==> src/rtl/assert_macros.svh <==
`ifndef ASSERT_MACROS_SVH
`define ASSERT_MACROS_SVH

// same-cycle implication, disabled during reset
`define ASSERT_IMPL(label, clk, rst, ante, cons) \
  label: assert property (@(posedge clk) disable iff (rst) (ante) |-> (cons)) \
    else $error("assertion failed");

// next-cycle implication, disabled during reset
`define ASSERT_NEXT(label, clk, rst, ante, cons) \
  label: assert property (@(posedge clk) disable iff (rst) (ante) |=> (cons)) \
    else $error("assertion failed");

`endif

==> src/rtl/htfd_pkg.sv <==
package htfd_pkg;

  localparam logic [2:0] CNT_IDLE      = 3'd0;
  localparam logic [2:0] CNT_FIRST     = 3'd1;
  localparam logic [2:0] CNT_LAST_DATA = 3'd5;
  localparam logic [2:0] CNT_CRC       = 3'd6;

  localparam logic [7:0]  CRC_POLY     = 8'h31;
  localparam logic [7:0]  CRC_INIT     = 8'hFF;
  localparam int          BUSY_BIT     = 7;
  localparam logic [13:0] HUM_SCALE    = 14'd10000;
  localparam logic [14:0] TEMP_SCALE   = 15'd20000;
  localparam logic [14:0] TEMP_OFFSET  = 15'd5000;

  typedef struct packed {
    logic        emit;
    logic [7:0]  status;
    logic [39:0] payload;
    logic        crc_ok;
  } frame_res_t;

  typedef struct packed {
    logic               busy_res;
    logic [7:0]         status_byte;
    logic [19:0]        humidity_raw;
    logic [19:0]        temperature_raw;
    logic [13:0]        humidity_centi;
    logic signed [14:0] temperature_centi;
    logic               crc_ok;
  } out_item_t;

  function automatic logic [7:0] crc8_step(input logic [7:0] crc, input logic [7:0] data);
    logic [7:0] c;
    c = crc ^ data;
    for (int i = 0; i < 8; i++) begin
      c = c[7] ? ((c << 1) ^ CRC_POLY) : (c << 1);
    end
    return c;
  endfunction

endpackage

==> src/rtl/htfd_frame.sv <==
module htfd_frame (
  input  logic                  clk,
  input  logic                  rst,
  input  logic                  step,
  input  logic [7:0]            data_byte,
  input  logic                  frame_start,
  input  logic                  crc_mode,
  output htfd_pkg::frame_res_t  res
);

  logic [2:0]  byte_count, byte_count_next;
  logic [7:0]  status_hold, status_hold_next;
  logic [39:0] payload_shift, payload_shift_next;
  logic [7:0]  crc_running, crc_running_next;

  always_comb begin
    byte_count_next    = byte_count;
    status_hold_next   = status_hold;
    payload_shift_next = payload_shift;
    crc_running_next   = crc_running;
    res.emit           = 1'b0;
    res.crc_ok         = 1'b1;
    priority if (frame_start) begin
      status_hold_next   = data_byte;
      payload_shift_next = '0;
      crc_running_next   = htfd_pkg::crc8_step(htfd_pkg::CRC_INIT, data_byte);
      byte_count_next    = htfd_pkg::CNT_FIRST;
    end else if (byte_count >= htfd_pkg::CNT_FIRST && byte_count <= htfd_pkg::CNT_LAST_DATA) begin
      payload_shift_next = {payload_shift[31:0], data_byte};
      crc_running_next   = htfd_pkg::crc8_step(crc_running, data_byte);
      if (byte_count == htfd_pkg::CNT_LAST_DATA) begin
        if (crc_mode) begin
          byte_count_next = htfd_pkg::CNT_CRC;
        end else begin
          byte_count_next = htfd_pkg::CNT_IDLE;
          res.emit        = 1'b1;
        end
      end else begin
        byte_count_next = byte_count + 3'd1;
      end
    end else if (byte_count == htfd_pkg::CNT_CRC) begin
      byte_count_next = htfd_pkg::CNT_IDLE;
      res.emit        = 1'b1;
      res.crc_ok      = (data_byte == crc_running);
    end else begin
      byte_count_next = htfd_pkg::CNT_IDLE;
    end
    res.status  = status_hold_next;
    res.payload = payload_shift_next;
  end

  always_ff @(posedge clk) begin
    if (rst) begin
      byte_count    <= htfd_pkg::CNT_IDLE;
      status_hold   <= '0;
      payload_shift <= '0;
      crc_running   <= htfd_pkg::CRC_INIT;
    end else if (step) begin
      byte_count    <= byte_count_next;
      status_hold   <= status_hold_next;
      payload_shift <= payload_shift_next;
      crc_running   <= crc_running_next;
    end
  end

endmodule

==> src/rtl/htfd_scale.sv <==
module htfd_scale (
  input  htfd_pkg::frame_res_t res,
  output htfd_pkg::out_item_t  item
);

  logic        busy;
  logic [19:0] hum_raw;
  logic [19:0] temp_raw;
  logic [33:0] hum_prod;
  logic [34:0] temp_prod;
  logic [14:0] temp_q;

  always_comb begin
    busy      = res.status[htfd_pkg::BUSY_BIT];
    hum_raw   = res.payload[39:20];
    temp_raw  = res.payload[19:0];
    hum_prod  = 34'(hum_raw) * 34'(htfd_pkg::HUM_SCALE);
    temp_prod = 35'(temp_raw) * 35'(htfd_pkg::TEMP_SCALE);
    temp_q    = temp_prod[34:20];

    item.busy_res    = busy;
    item.status_byte = res.status;
    item.crc_ok      = res.crc_ok;
    if (busy) begin
      item.humidity_raw      = '0;
      item.temperature_raw   = '0;
      item.humidity_centi    = '0;
      item.temperature_centi = '0;
    end else begin
      item.humidity_raw      = hum_raw;
      item.temperature_raw   = temp_raw;
      item.humidity_centi    = hum_prod[33:20];
      item.temperature_centi = $signed(temp_q - htfd_pkg::TEMP_OFFSET);
    end
  end

endmodule

==> src/rtl/humidity_temp_frame_decoder_core.sv <==
// Sensor frame decoder: takes one frame byte per item on the s_ side (tuser marks the status
// byte) and gives one result item per complete frame on the m_ side. One byte can be taken
// every cycle. A byte is held in an input register and processed, when the output register
// is free or m_tready takes its result (CRC-8 byte step, payload shift and the two scaling
// multiplies), into the output register, which presents the result of a frame's last byte.
// s_tready falls only while the input register is full and the output register holds a
// result that m_tready does not take. crc_mode is written over the cfg channel, which is
// always ready, and applies from the next frame byte processed.
`include "assert_macros.svh"

module humidity_temp_frame_decoder_core (
  input  logic        clk,
  input  logic        rst,
  input  logic        cfg_valid,
  output logic        cfg_ready,
  input  logic        cfg_data,     // crc_mode
  input  logic        s_tvalid,
  output logic        s_tready,
  input  logic [7:0]  s_tdata,      // data_byte
  input  logic [0:0]  s_tuser,      // frame_start
  output logic        m_tvalid,
  input  logic        m_tready,
  // status_byte, humidity_raw, temperature_raw, humidity_centi, temperature_centi, zero pad
  output logic [79:0] m_tdata,
  output logic [1:0]  m_tuser       // busy_res, crc_ok
);

  logic                 crc_mode;
  logic                 in_valid;
  logic [7:0]           in_byte;
  logic                 in_start;
  logic                 go;
  logic                 step;
  logic                 out_valid;
  htfd_pkg::frame_res_t res;
  htfd_pkg::out_item_t  item;
  htfd_pkg::out_item_t  out_item;

  assign cfg_ready = 1'b1;
  assign go        = !out_valid || m_tready;
  assign step      = go && in_valid;
  assign s_tready  = !in_valid || go;

  always_ff @(posedge clk) begin
    if (rst) begin
      crc_mode <= 1'b0;
    end else if (cfg_valid && cfg_ready) begin
      crc_mode <= cfg_data;
    end
  end

  always_ff @(posedge clk) begin
    if (rst) begin
      in_valid <= 1'b0;
    end else if (s_tready) begin
      in_valid <= s_tvalid;
    end
  end

  always_ff @(posedge clk) begin
    if (s_tvalid && s_tready) begin
      in_byte  <= s_tdata;
      in_start <= s_tuser[0];
    end
  end

  htfd_frame u_frame (
    .clk         (clk),
    .rst         (rst),
    .step        (step),
    .data_byte   (in_byte),
    .frame_start (in_start),
    .crc_mode    (crc_mode),
    .res         (res)
  );

  htfd_scale u_scale (
    .res  (res),
    .item (item)
  );

  always_ff @(posedge clk) begin
    if (rst) begin
      out_valid <= 1'b0;
    end else if (go) begin
      out_valid <= step && res.emit;
    end
  end

  always_ff @(posedge clk) begin
    if (step && res.emit) begin
      out_item <= item;
    end
  end

  assign m_tvalid = out_valid;
  assign m_tdata  = {3'b000, out_item.temperature_centi, out_item.humidity_centi,
                     out_item.temperature_raw, out_item.humidity_raw, out_item.status_byte};
  assign m_tuser  = {out_item.crc_ok, out_item.busy_res};

  `ASSERT_IMPL(a_stall_blocks_input, clk, rst, in_valid && out_valid && !m_tready, !s_tready)
  `ASSERT_NEXT(a_accept_fills_input, clk, rst, s_tvalid && s_tready, in_valid)
  `ASSERT_IMPL(a_busy_zero_values, clk, rst, m_tvalid && m_tuser[0], m_tdata[76:8] == 69'd0)
  `ASSERT_IMPL(a_humidity_range, clk, rst, m_tvalid, m_tdata[61:48] <= 14'd9999)

endmodule
==> config.mk <==
export PLATFORM = sky130hd
export DESIGN_NAME = humidity_temp_frame_decoder_core
export DESIGN_NICKNAME = d
export VERILOG_FILES = /design/src/rtl/htfd_pkg.sv /design/src/rtl/htfd_frame.sv /design/src/rtl/htfd_scale.sv /design/src/rtl/humidity_temp_frame_decoder_core.sv
export VERILOG_INCLUDE_DIRS = /design/src /design/src/rtl
export SDC_FILE = /design/constraint.sdc
export NUM_CORES = 1
export LEC_CHECK = 0
export BUFFER_PORTS_ARGS = -buffer_cell sky130_fd_sc_hd__buf_2
export CAP_MARGIN = 10
export CORE_MARGIN = 2
export CORE_UTILIZATION = 56
export DETAILED_ROUTE_END_ITERATION = 10
export PLACE_DENSITY = 0.88
export SLEW_MARGIN = 20
export SYNTH_ARGS = -nofsm -noshare
export SYNTH_HDL_FRONTEND = slang
export SYNTH_SLANG_ARGS = --single-unit
==> constraint.sdc <==
create_clock -name clk -period 7.3 [get_ports clk]
set_input_delay 1.46 -clock clk [delete_from_list [all_inputs] [get_ports clk]]
set_output_delay 1.46 -clock clk [all_outputs]
set_load 0.05 [all_outputs]
# After elaboration in Yosys (flattened, before gate mapping)
# Cells that the tools add are included.
# totals
reg_bits	150
latch_bits	0
ramBits	0
mem_bits_ro	0
input_bits	15
out_inout_bits	85
mem_count	0
# classes
add_sub_neg	2
multipliers	2
div	0
n_lt_le_gt_ge	2
n_eq_ne	3
shifts	0
n_mux	30
bitwise	19
reduce_logical	11
# ops
operator	n
$mux 6	16
$mux 40	2
$mul 20x10->30 const B	2
$not 3->3	16
$mux 8	3
$sub 15x13->15 const B	1
$mux 3	4
$eq 8x8->1	1
$not 8->8	1
$xor 8x8->8	1
$eq 3x3->1 const B	2
$mux 1	5
$logic_and 1x1->1	4
$add 3x1->3 const B	1
$ge 3x1->1 const B	1
$le 3x3->1 const B	1
$reduce_or 3->1	1
$logic_not 1->1	2
$logic_or 1x1->1	2
$reduce_and 2->1	1
$reduce_bool 2->1	1
$not 1->1	1

# Logic depth before layout (Yosys ltp)
# Gate-level depths: netlist of the first run.
# depth
depth_word	19
ltp_mapped	31

# Hierarchy
# From an unflattened synthesis of the first run, not the netlist that was laid out.
# unflattened
hier_cells	1271
hier_area_um2	12487.0
# modules_own_cells
mod	n_inst	cells_each	area_per_inst_um2
htfd_scale	1	736	6364.9
htfd_frame	1	427	3305.7
humidity_temp_frame_decoder_core	1	108	2816.5

# Worst setup path after synthesis of the first run
# OpenSTA, ideal clock, no wires.
# synth_path
path_kind	input to register
start	in m_tready
end	reg out_item, in the netlist m_tdata[0], enable pin
setup_ps	612
t_arrival_ps	7175
required_ps	6688
path_slack_ps	-487
stages	4
path_cell_list	inv_1 nand2_1 nand2_1 nor3_1
# synth_via
elab_chain_len	3
# synth_rtl
item	line_no	rtl
from (decl)	humidity_temp_frame_decoder_core.sv:22	input logic m_tready,
$logic_or 1x1->1	humidity_temp_frame_decoder_core.sv:40	assign go = !out_valid || m_tready;
$logic_and 1x1->1	humidity_temp_frame_decoder_core.sv:41	assign step = go && in_valid;
$logic_and 1x1->1	humidity_temp_frame_decoder_core.sv:91	if (step && res.emit) begin
to (signal assigned)	humidity_temp_frame_decoder_core.sv:92	out_item <= item;
to (decl)	humidity_temp_frame_decoder_core.sv:37	htfd_pkg::out_item_t out_item;
# Every way passes these cells.
# A chain may end at the register's enable or synchronous reset.

# Final worst setup path of the first run
# layout_path
start	reg u_frame.byte_count[1]
end	reg out_item, in the netlist m_tdata[60], data pin
# layout_via
elab_chain_len	5
elab_cells_between_ends	6
cone_classes	mul (1); order compare (2); mux (2); reduce/logical (1)
# layout_rtl
item	line_no	rtl
from (decl)	htfd_frame.sv:11	logic [2:0] byte_count, byte_count_next;
from (signal assigned)	htfd_frame.sv:54	byte_count <= htfd_pkg::CNT_IDLE;
from (signal assigned)	htfd_frame.sv:59	byte_count <= byte_count_next;
$ge 3x1->1 / $le 3x3->1 (equally long branches)	htfd_frame.sv:28	end else if (byte_count >= htfd_pkg::CNT_FIRST && byte_count <= htfd_pkg::CNT_LAST_DATA) begin
$logic_and 1x1->1 (*)	htfd_frame.sv:28	
$mux 40 (*)	htfd_frame.sv:28	
$mux 40 (*)	htfd_frame.sv:23	priority if (frame_start) begin
$mul 20x10->30 (*)	htfd_scale.sv:17	hum_prod = 34'(hum_raw) * 34'(htfd_pkg::HUM_SCALE);
# Mark *: on every way between the ends. The rest lies on a longest branch, timed or not.

==> results.cfg, run 1 <==
[detailed_routing]
drt_iter0_drc = 629
postRouteAntennaNets = 0
wl_mm = 28.7
vias_per_cell = 5.59
vias = 9722
remaining_drc_errors = 0
drt-wirelength-per-cell_um = 16.5
firstDrtPassIters = 6

[worst_setup_path]
crit_fanout = 20
slowest_stage = fa_1
cp.arrival_ns = 7.23
max_stage_delay_ns = 0.55
critPathLaunchType = flip-flop
r2r_cells = 31
cp_data_required_time_ns = 7.44
endpoint_kind = flip-flop
crit_top_cell = inv_1
r2r_slack_ns = 0.21
critical_path_class = reg -> reg

[timing]
slew_headroom_pct = 33.5
max_freq_mhz = 141
period_share_pct = 97.1
setup_viol = 0
post-route-min-period_ns = 7.09
worstMarginPinSlew_ns = 0.998
clock_skew_ns = 0.0133
drv_slew = 0
hold_viol = 0
fin_setup_tns_ns = 0

[die]
ios = 100
die_w_um = 155
rows = 55
die_h_um = 155
core_area_um2 = 22500
initial_core_util_pct = 56.8
die_area_um2 = 24000

[cells_and_area]
nets = 1711
areaGrowthSynthToFinish_pct = 11.3
final_core_util_pct = 63.2
drive_gt1_share_pct = 14.8
diodes = 0

[synthesis]
synth_top_family_by_area = adder cells
yosys.area.top_type = edfxtp_1
synthAdderAreaFrac_pct = 30.5
netlist_instances = 1356
syn_area_um2 = 12800
synth_mux_area_share_pct = 4.19
synth-seq-area-share_pct = 30.2
ys.flop_type = edfxtp_1
async_flop_share_pct = 0
yosys-top-cells-area = edfxtp_1, ha_1, fa_1
synth_most_common_cell = inv_1
synth_edf_count = 87
synth_top_area_share_pct = 20.5
synth_compound_area_share_pct = 9.23
synth_common_cells = inv_1, ha_1, nand2_1, nor2_1, fa_1
synth.distinct_cells = 63
ys_warn_count = 0
syn_area_per_cell_um2 = 9.42
ys_ff_latch = 149
synth-simple-area-share_pct = 12.4
synth-xor-area-share_pct = 4.32

[clock_tree]
cts_root_buf = clkbuf_16
path_clk_slew_ns = 0.07
cts_buffers = 17
clock_sinks = 149
clock_path_buffers = 2
cts-htree-levels = 4
cts_hold_buffers = 0
cts_tree = yes
insertion_delay_ns = 0.44

[status]
status = finished, final reports clean

[global_route]
grtUsageMet3_pct = 4.15
grt_pass1_wl_mm = 47.1
grtUsageMet2_pct = 42.7
grt.busiest_layer = met2
antenna_found_initial = 0
grt_overflow = 0
grt_pass1_vias = 9907
grt_max_degree = 63
grt_use_met1_pct = 30.3
grtUsageTotal_pct = 24.5

[power]
ir_drop_mv = 0.150
p_leak_nw = 7.29
powerDensity_nw_per_um2 = 140

[place]
port_buffers = 95
dp_hpwl_mm = 21.3
routabilityCongestion = 0.911

[hold_path]
min_path_cells = 2
hp-class = reg -> reg

[flow_run]
drv_cap = 0
==> cells by family (layout without fill, tap and decap cells) <==
group,after synthesis,in the layout
AO/OA/AOI/OAI,183,183
XOR/XNOR,63,63
adder cells (fa/ha/maj),256,256
buffers and inverters,304,399
flip-flops,149,149
multiplexers,52,52
other,2,4
AND/OR/NAND/NOR,347,347
==> critical path, delay by kind of cell, from the launching register on <==
family	cells	cell delay, ns
AND/OR/NAND/NOR	4	0.76
multiplexers	1	0.14
AO/OA/AOI/OAI	9	1.99
buffers and inverters	9	0.83
XOR/XNOR	1	0.20
adder cells (fa/ha/maj)	7	2.51
flip-flops	1	0.34
==> routing by layer <==
layer	wire length (um)	part of all wire [%]
met2	14600	51
met3	1600	5.6
met1	11700	41
met5	0	0
met4	794	2.8
==> flip-flops by register name, summed over array words and instances (netlist names) <==
register               count
m_tdata                   76
u_frame.payload_shift     40
in_byte                    8
u_frame.crc_running        8
u_frame.status_hold        8
u_frame.byte_count         3
m_tuser                    2
crc_mode                   1
in_start                   1
in_valid                   1
m_tvalid                   1
==> layout by cell type, fill, tap and decap left out, types with 8 or more instances in the layout <==
cell type / Yosys / layout
clkbuf_16: 0 / 17
nand2_1: 122 / 122
xor2_1: 22 / 22
ha_1: 164 / 162
a211o_1: 8 / 8
a21oi_1: 80 / 77
dfxtp_1: 62 / 62
fa_1: 92 / 92
nand2b_1: 10 / 10
o21a_1: 12 / 12
a21o_1: 12 / 12
nor3_1: 23 / 21
xnor2_1: 41 / 39
mux2i_1: 40 / 40
o211ai_1: 8 / 8
buf_4: 6 / 15
o21ai_0: 20 / 18
inv_1: 256 / 254
nor2_1: 108 / 107
buf_2: 0 / 94
nand3_1: 9 / 9
edfxtp_1: 87 / 87
nor2b_1: 9 / 9
mux2_2: 12 / 12
or2_2: 34 / 32
==> path summary, 6_finish.rpt <==
path                            endpoint                    from
setup / recovery             m_tdata[60]   u_frame.byte_count[1]
hold / removal    u_frame.status_hold[6]  u_frame.status_hold[6]
setup reg to reg             m_tdata[60]   u_frame.byte_count[1]
hold reg to reg   u_frame.status_hold[6]  u_frame.status_hold[6]
==> per-stage QoR <==
step	power, mW	setup slack (ns)	instances	hold WS, ns	instance area [um^2]
4_1_cts	1.99	0.0488	1735	0.459	14100
6_report	1.99	0.212	1738	0.459	14200
3_3_place_gp	1.14	0.290	1703	0.438	13500
2_1_floorplan	1.11	0.213	1358	0.434	12800
5_1_grt	2.06	-0.119	1738	0.482	14200
3_5_place_dp	1.15	0.0928	1703	0.449	13500
==> area by class of cell <==
type	instances	area [um^2]
Fill cell	1726	8290
Multi-Input combinational cell	905	7860
Sequential cell	149	3850
Inverter	256	961
Timing Repair Buffer	111	614
Clock buffer	17	425
Tap cell	285	357
Clock inverter	15	141
==> what timing repair did <==
| action | in CTS | in global routing |
|---|---|---|
| resized for setup | 0 | 20 |
| setup buffers | 0 | 3 |
| endpoints found under the setup margin | 0 | 8 |
==> where the power goes <==
group          total (mW)  switching (mW)  internal, mW  leakage, nW
Clock               0.849           0.400         0.449        0.271
Sequential          0.914          0.0183         0.896         1.35
Combinational       0.226           0.136        0.0905         5.67
Note: power is estimated with default switching activity, not from simulation.
==> inputs of run 2 (changes only) <==
Settings changed: ABC_AREA set to 1, REMOVE_ABC_BUFFERS set to 1.
==> run 2 against run 1 <==
Flip-flop and latch count unchanged. Sequential share of layout area decreased by 0.94 points. Via count increased by 14%. Design area increased by 3.6%. First-iteration DRC count increased by 79%. Die area increased by 4.1%. Clock-buffer cell count increased by 2. Synthesized cell count increased by 17%. Register-to-register slack improved by 0.19 ns.
==> results.cfg, run 2 <==
[flow_run]
drv_cap = 0

[worst_setup_path]
critical_path_class = reg -> reg
max_stage_delay_ns = 0.57
critPathLaunchType = flip-flop
crit_top_cell = inv_1
r2r_cells = 34
endpoint = m_tdata[75]
cp_data_required_time_ns = 7.47
endpoint_kind = flip-flop
r2r_slack_ns = 0.40
crit_path_start = u_frame.byte_count[1]
cp.arrival_ns = 7.06
regToRegEndpoint = m_tdata[75]
r2r_start = u_frame.byte_count[1]
crit_fanout = 18
slowest_stage = fa_1

[synthesis]
async_flop_share_pct = 0
synth_edf_count = 87
syn_area_um2 = 13300
synth-seq-area-share_pct = 29.0
synth_most_common_cell = inv_1
synth_common_cells = inv_1, ha_1, nand2_1, nor2_1, a21oi_1
ys_ff_latch = 149
synth_top_area_share_pct = 19.6
ys_warn_count = 0
yosys.area.top_type = edfxtp_1
netlist_instances = 1582
syn_area_per_cell_um2 = 8.41
ys.flop_type = edfxtp_1
synth.distinct_cells = 51
yosys-top-cells-area = edfxtp_1, ha_1, fa_1

[timing]
grt_setup_unrepaired = false
clock_skew_ns = 0.0146
hold_viol = 0
hold_slack_ns = 0.452
post-route-min-period_ns = 6.90
slew_headroom_pct = 29.3
fin_setup_tns_ns = 0
setup_slack_ns = 0.401
max_freq_mhz = 145
period_share_pct = 94.5
worstMarginPinSlew_ns = 1.06
setup_viol = 0
drv_slew = 0

[die]
rows = 56
die_area_um2 = 25000
initial_core_util_pct = 56.9
die_w_um = 158
core_area_um2 = 23400
ios = 100
die_h_um = 158

[power]
ir_drop_mv = 0.155
powerDensity_nw_per_um2 = 208
p_seq_share_pct = 31.4
power_frac_comb_pct = 39.4
p_sw_mw = 1.24
swShare_pct = 40.3
p_leak_nw = 7.40
p_int_mw = 1.83
p_clk_share_pct = 29.2

[clock_tree]
insertion_delay_ns = 0.45
clock_sinks = 149
cts_hold_buffers = 0
cts_tree = yes
cts-htree-levels = 4
ctsResizeCount = 0
path_clk_slew_ns = 0.08
cts_buffers = 17
cts_root_buf = clkbuf_16
clock_path_buffers = 2
post_cts_buffers = 0

[detailed_routing]
remaining_drc_errors = 0
vias_per_cell = 5.57
drt-wirelength-per-cell_um = 16.5
postRouteAntennaNets = 0
wl_mm = 32.9
vias = 11100
firstDrtPassIters = 7
drt_iter0_drc = 1128

[cells_and_area]
fillers = 1845
areaGrowthSynthToFinish_pct = 10.6
top_register = m_tdata
final_cell_mix = inv_1, ha_1, nand2_1
nets = 1937
final_core_util_pct = 62.9
diodes = 0
top_regs = m_tdata (76), u_frame.payload_shift (40)
largest_reg_flops = 76
seq_area_um2 = 3850
mostFrequentLayoutCell = inv_1
multi_input_area_um2 = 7970
drive_gt1_share_pct = 12.9

[hold_path]
hp-class = reg -> reg
min_path_cells = 2

[global_route]
grtUsageTotal_pct = 27.5
antenna_found_initial = 0
grt_max_degree = 85
grt_pass1_wl_mm = 54.1
grt_pass1_vias = 11000
grt_overflow = 0

[place]
port_buffers = 95
dp_hpwl_mm = 24.4
routabilityCongestion = 0.992
dp_slack_ns = 0.477

[status]
status = finished, final reports clean
run 2: cell types whose count changed in the layout (fill, tap and decap cells not counted), sizes merged, moves of 37 or more:
| cell | delta |
|---|---|
| mux2i | -40 |
| nand3 | +37 |
| inv | +92 |
| o21ai | +82 |
| nor2 | +49 |
| a21oi | +56 |
| nand2 | +50 |
run 2: metrics by stage:
stage	instances	power, mW	area [um^2]
after detailed placement	1966	2.15	14100
final	1998	3.07	14700
after floorplan	1534	1.87	13100
after global routing	1998	3.26	14700
after CTS	1998	3.06	14700
after global placement	1966	2.10	14100
run 2: cell type report:
| type | instances | share of cell area, % |
|---|---|---|
| timing repair buffer | 113 | 4.15 |
| inverter | 347 | 8.86 |
| tap | 319 | 2.71 |
| sequential | 149 | 26.2 |
| clock inverter | 13 | 0.875 |
| multi-input combinational | 1038 | 54.1 |
| clock buffer | 19 | 3.09 |
run 2: kinds of logic after synthesis:
family / after synthesis / synth area share (%)
and+or+nand+nor: 442 / 15.3
buffers and inverters: 397 / 11.4
AOI/OAI and AO/OA: 298 / 12.4
adders and majority gates: 256 / 29.3
DFF: 149 / 29.0
xor gates and xnor gates: 38 / 2.61
other: 2 / 0.0564
run 2: power groups by stage:
stage               Combinational [mW]  Sequential (mW)  Clock (mW)
floorplan                        0.877            0.989           0
global placement                  1.12            0.977           0
detailed placement                1.17            0.978           0
CTS                               1.20            0.960       0.898
global route                      1.38            0.963       0.925
finish                            1.21            0.962       0.896
run 2: worst min path at each step:
stage / from / endpoint / slack, ns
detailed placement: u_frame.status_hold[6] / u_frame.status_hold[6] / 0.44
floorplan: u_frame.status_hold[0] / u_frame.status_hold[0] / 0.43
global route: u_frame.status_hold[6] / u_frame.status_hold[6] / 0.47
global placement: u_frame.status_hold[3] / u_frame.status_hold[3] / 0.43
finish: u_frame.status_hold[3] / u_frame.status_hold[3] / 0.45
CTS: u_frame.status_hold[6] / u_frame.status_hold[6] / 0.45
run 2: worst max-delay path: cells and delay by family (launching register included):
family | cells | cell delay (ns)
AOI/OAI and AO/OA | 4 | 0.64
buffers and inverters | 10 | 1.02
adders and majority gates | 8 | 2.95
DFF | 1 | 0.50
and+or+nand+nor | 12 | 1.50
run 2: per-layer routing:
layer	vias to the layer above	share of wire [%]	global-route usage, %
met4	0	3.7	11.6
met1	5233	42	35.7
met2	510	48	45.7
li1	5273	-	-
met5	-	0	0
met3	108	6.9	4.68
==> inputs of run 3 (changes only) <==
Settings changed: CORE_UTILIZATION 56 to 57, PLACE_DENSITY 0.88 to 0.86.
Clock period 7.3 ns to 8.4 ns, I/O delays scaled along.
==> run 3 against run 2 <==
Clock skew down 0.0031 ns. Clock power down 8.9%. Routed wire length down 2.2%. Total power down 12%. Hold slack better by 0.0035 ns. First-iteration DRC count down 8.1%. Design area down 0.37%. Fmax down 8.0%. Combinational power down 14%. Global-route usage about the same. Largest power group unchanged. Highest routed layer unchanged.
==> results.cfg, run 3 (synthesis results as in run 2) <==
[clock_tree]
ctsResizeCount = 0
path_clk_slew_ns = 0.07
cts_hold_buffers = 0
clock_path_buffers = 2
cts_tree = yes
cts_root_buf = clkbuf_16
post_cts_buffers = 0
clock_sinks = 149
insertion_delay_ns = 0.44
cts-htree-levels = 4
cts_buffers = 17

[timing]
fin_setup_tns_ns = 0
max_freq_mhz = 133
drv_slew = 0
hold_viol = 0
clock_skew_ns = 0.0116
post-route-min-period_ns = 7.50
grt_setup_unrepaired = false
period_share_pct = 89.2
setup_viol = 0
worstMarginPinSlew_ns = 1.10
slew_headroom_pct = 26.6

[cells_and_area]
final_cell_mix = inv_1, ha_1, nand2_1
mostFrequentLayoutCell = inv_1
diodes = 0
fillers = 1744
final_core_util_pct = 64.4
top_regs = m_tdata (76), u_frame.payload_shift (40)
areaGrowthSynthToFinish_pct = 10.2
drive_gt1_share_pct = 12.3
nets = 1929
largest_reg_flops = 76
top_register = m_tdata

[die]
die_h_um = 157
ios = 100
rows = 55
initial_core_util_pct = 58.4
die_w_um = 157
die_area_um2 = 24600
core_area_um2 = 22800

[worst_setup_path]
cp_data_required_time_ns = 8.56
r2r_start = u_frame.byte_count[1]
crit_fanout = 41
endpoint = m_tdata[73]
crit_top_cell = inv_1
critical_path_class = reg -> reg
slowest_stage = nor3_1
cp.arrival_ns = 7.66
critPathLaunchType = flip-flop
r2r_slack_ns = 0.90
regToRegEndpoint = m_tdata[73]
r2r_cells = 33
endpoint_kind = flip-flop
max_stage_delay_ns = 0.72
crit_path_start = u_frame.byte_count[1]

[global_route]
grtUsageMet3_pct = 4.71
grt_pass1_wl_mm = 53.4
grt_pass1_vias = 11000
antenna_found_initial = 0
grtUsageTotal_pct = 27.5
grt.busiest_layer = met2
grt_use_met1_pct = 35.7
grtUsageMet2_pct = 45.7
grt_overflow = 0
grt_max_degree = 85

[place]
dp_hpwl_mm = 23.8
routabilityCongestion = 0.952
port_buffers = 95

[flow_run]
drv_cap = 0

[status]
status = finished, final reports clean

[detailed_routing]
wl_mm = 32.2
drt-wirelength-per-cell_um = 16.2
drt_iter0_drc = 1037
remaining_drc_errors = 0
firstDrtPassIters = 5
postRouteAntennaNets = 0
vias_per_cell = 5.52
vias = 11000

[power]
powerDensity_nw_per_um2 = 183
p_leak_nw = 7.38
ir_drop_mv = 0.146

[hold_path]
hp-start = u_frame.status_hold[0]
hp-class = reg -> reg
[run 3: changes by cell type in the layout (fill, tap and decap cells not counted), sizes merged]
cell,delta
bufinv,+2
clkinv,-1
clkbuf,-1
inv,+1
clkinvlp,-1
buf,-8
[run 3: metal layers]
layer / wire length, um / vias to the layer above
met5: 0 / -
met1: 13600 / 5153
met4: 1060 / 0
met2: 15300 / 473
met3: 2300 / 90
li1: - / 5241
[run 3: how the worst min path moves through the flow]
| stage | end | cells past startpoint |
|---|---|---|
| final | u_frame.status_hold[0] | 2 |
| after global routing | u_frame.status_hold[2] | 2 |
| after CTS | u_frame.status_hold[0] | 2 |
| after detailed placement | u_frame.status_hold[0] | 2 |
| after global placement | u_frame.status_hold[6] | 2 |
| after floorplan | u_frame.status_hold[0] | 2 |
[run 3: metrics by stage]
stage / cell area, um^2 / cells / worst slack (ns) / hold slack (ns) / power (mW)
2_1_floorplan: 13100 / 1534 / 2.08 / 0.426 / 1.62
3_3_place_gp: 14100 / 1952 / 1.13 / 0.434 / 1.82
3_5_place_dp: 14100 / 1952 / 0.979 / 0.447 / 1.86
4_1_cts: 14700 / 1984 / 0.954 / 0.458 / 2.69
5_1_grt: 14700 / 1984 / 0.361 / 0.475 / 2.87
6_report: 14700 / 1984 / 0.904 / 0.456 / 2.69
[run 3: worst max-delay path: cells and delay by family (launching register included)]
family                     cells  cell delay, ns
DFF                            1            0.52
and+or+nand+nor               12            2.24
buffers and inverters          9            0.91
AOI/OAI and AO/OA              4            0.63
adders and majority gates      8            2.94
[run 3: final cells by class]
| class | instances | area [um^2] | area share [%] |
|---|---|---|---|
| clock buffers | 18 | 429 | 2.93 |
| clock inverters | 14 | 176 | 1.20 |
| inverters | 347 | 1300 | 8.89 |
| multi-input cells | 1038 | 7960 | 54.3 |
| flip-flops and latches | 149 | 3850 | 26.3 |
| well taps | 313 | 392 | 2.67 |
| repair buffers | 105 | 551 | 3.75 |
[run 3: power by group]
part           total (mW)  switching, mW  internal [mW]
logic                1.04          0.679          0.361
clock network       0.816          0.363          0.454
registers           0.833         0.0208          0.812
total                2.69           1.06           1.63
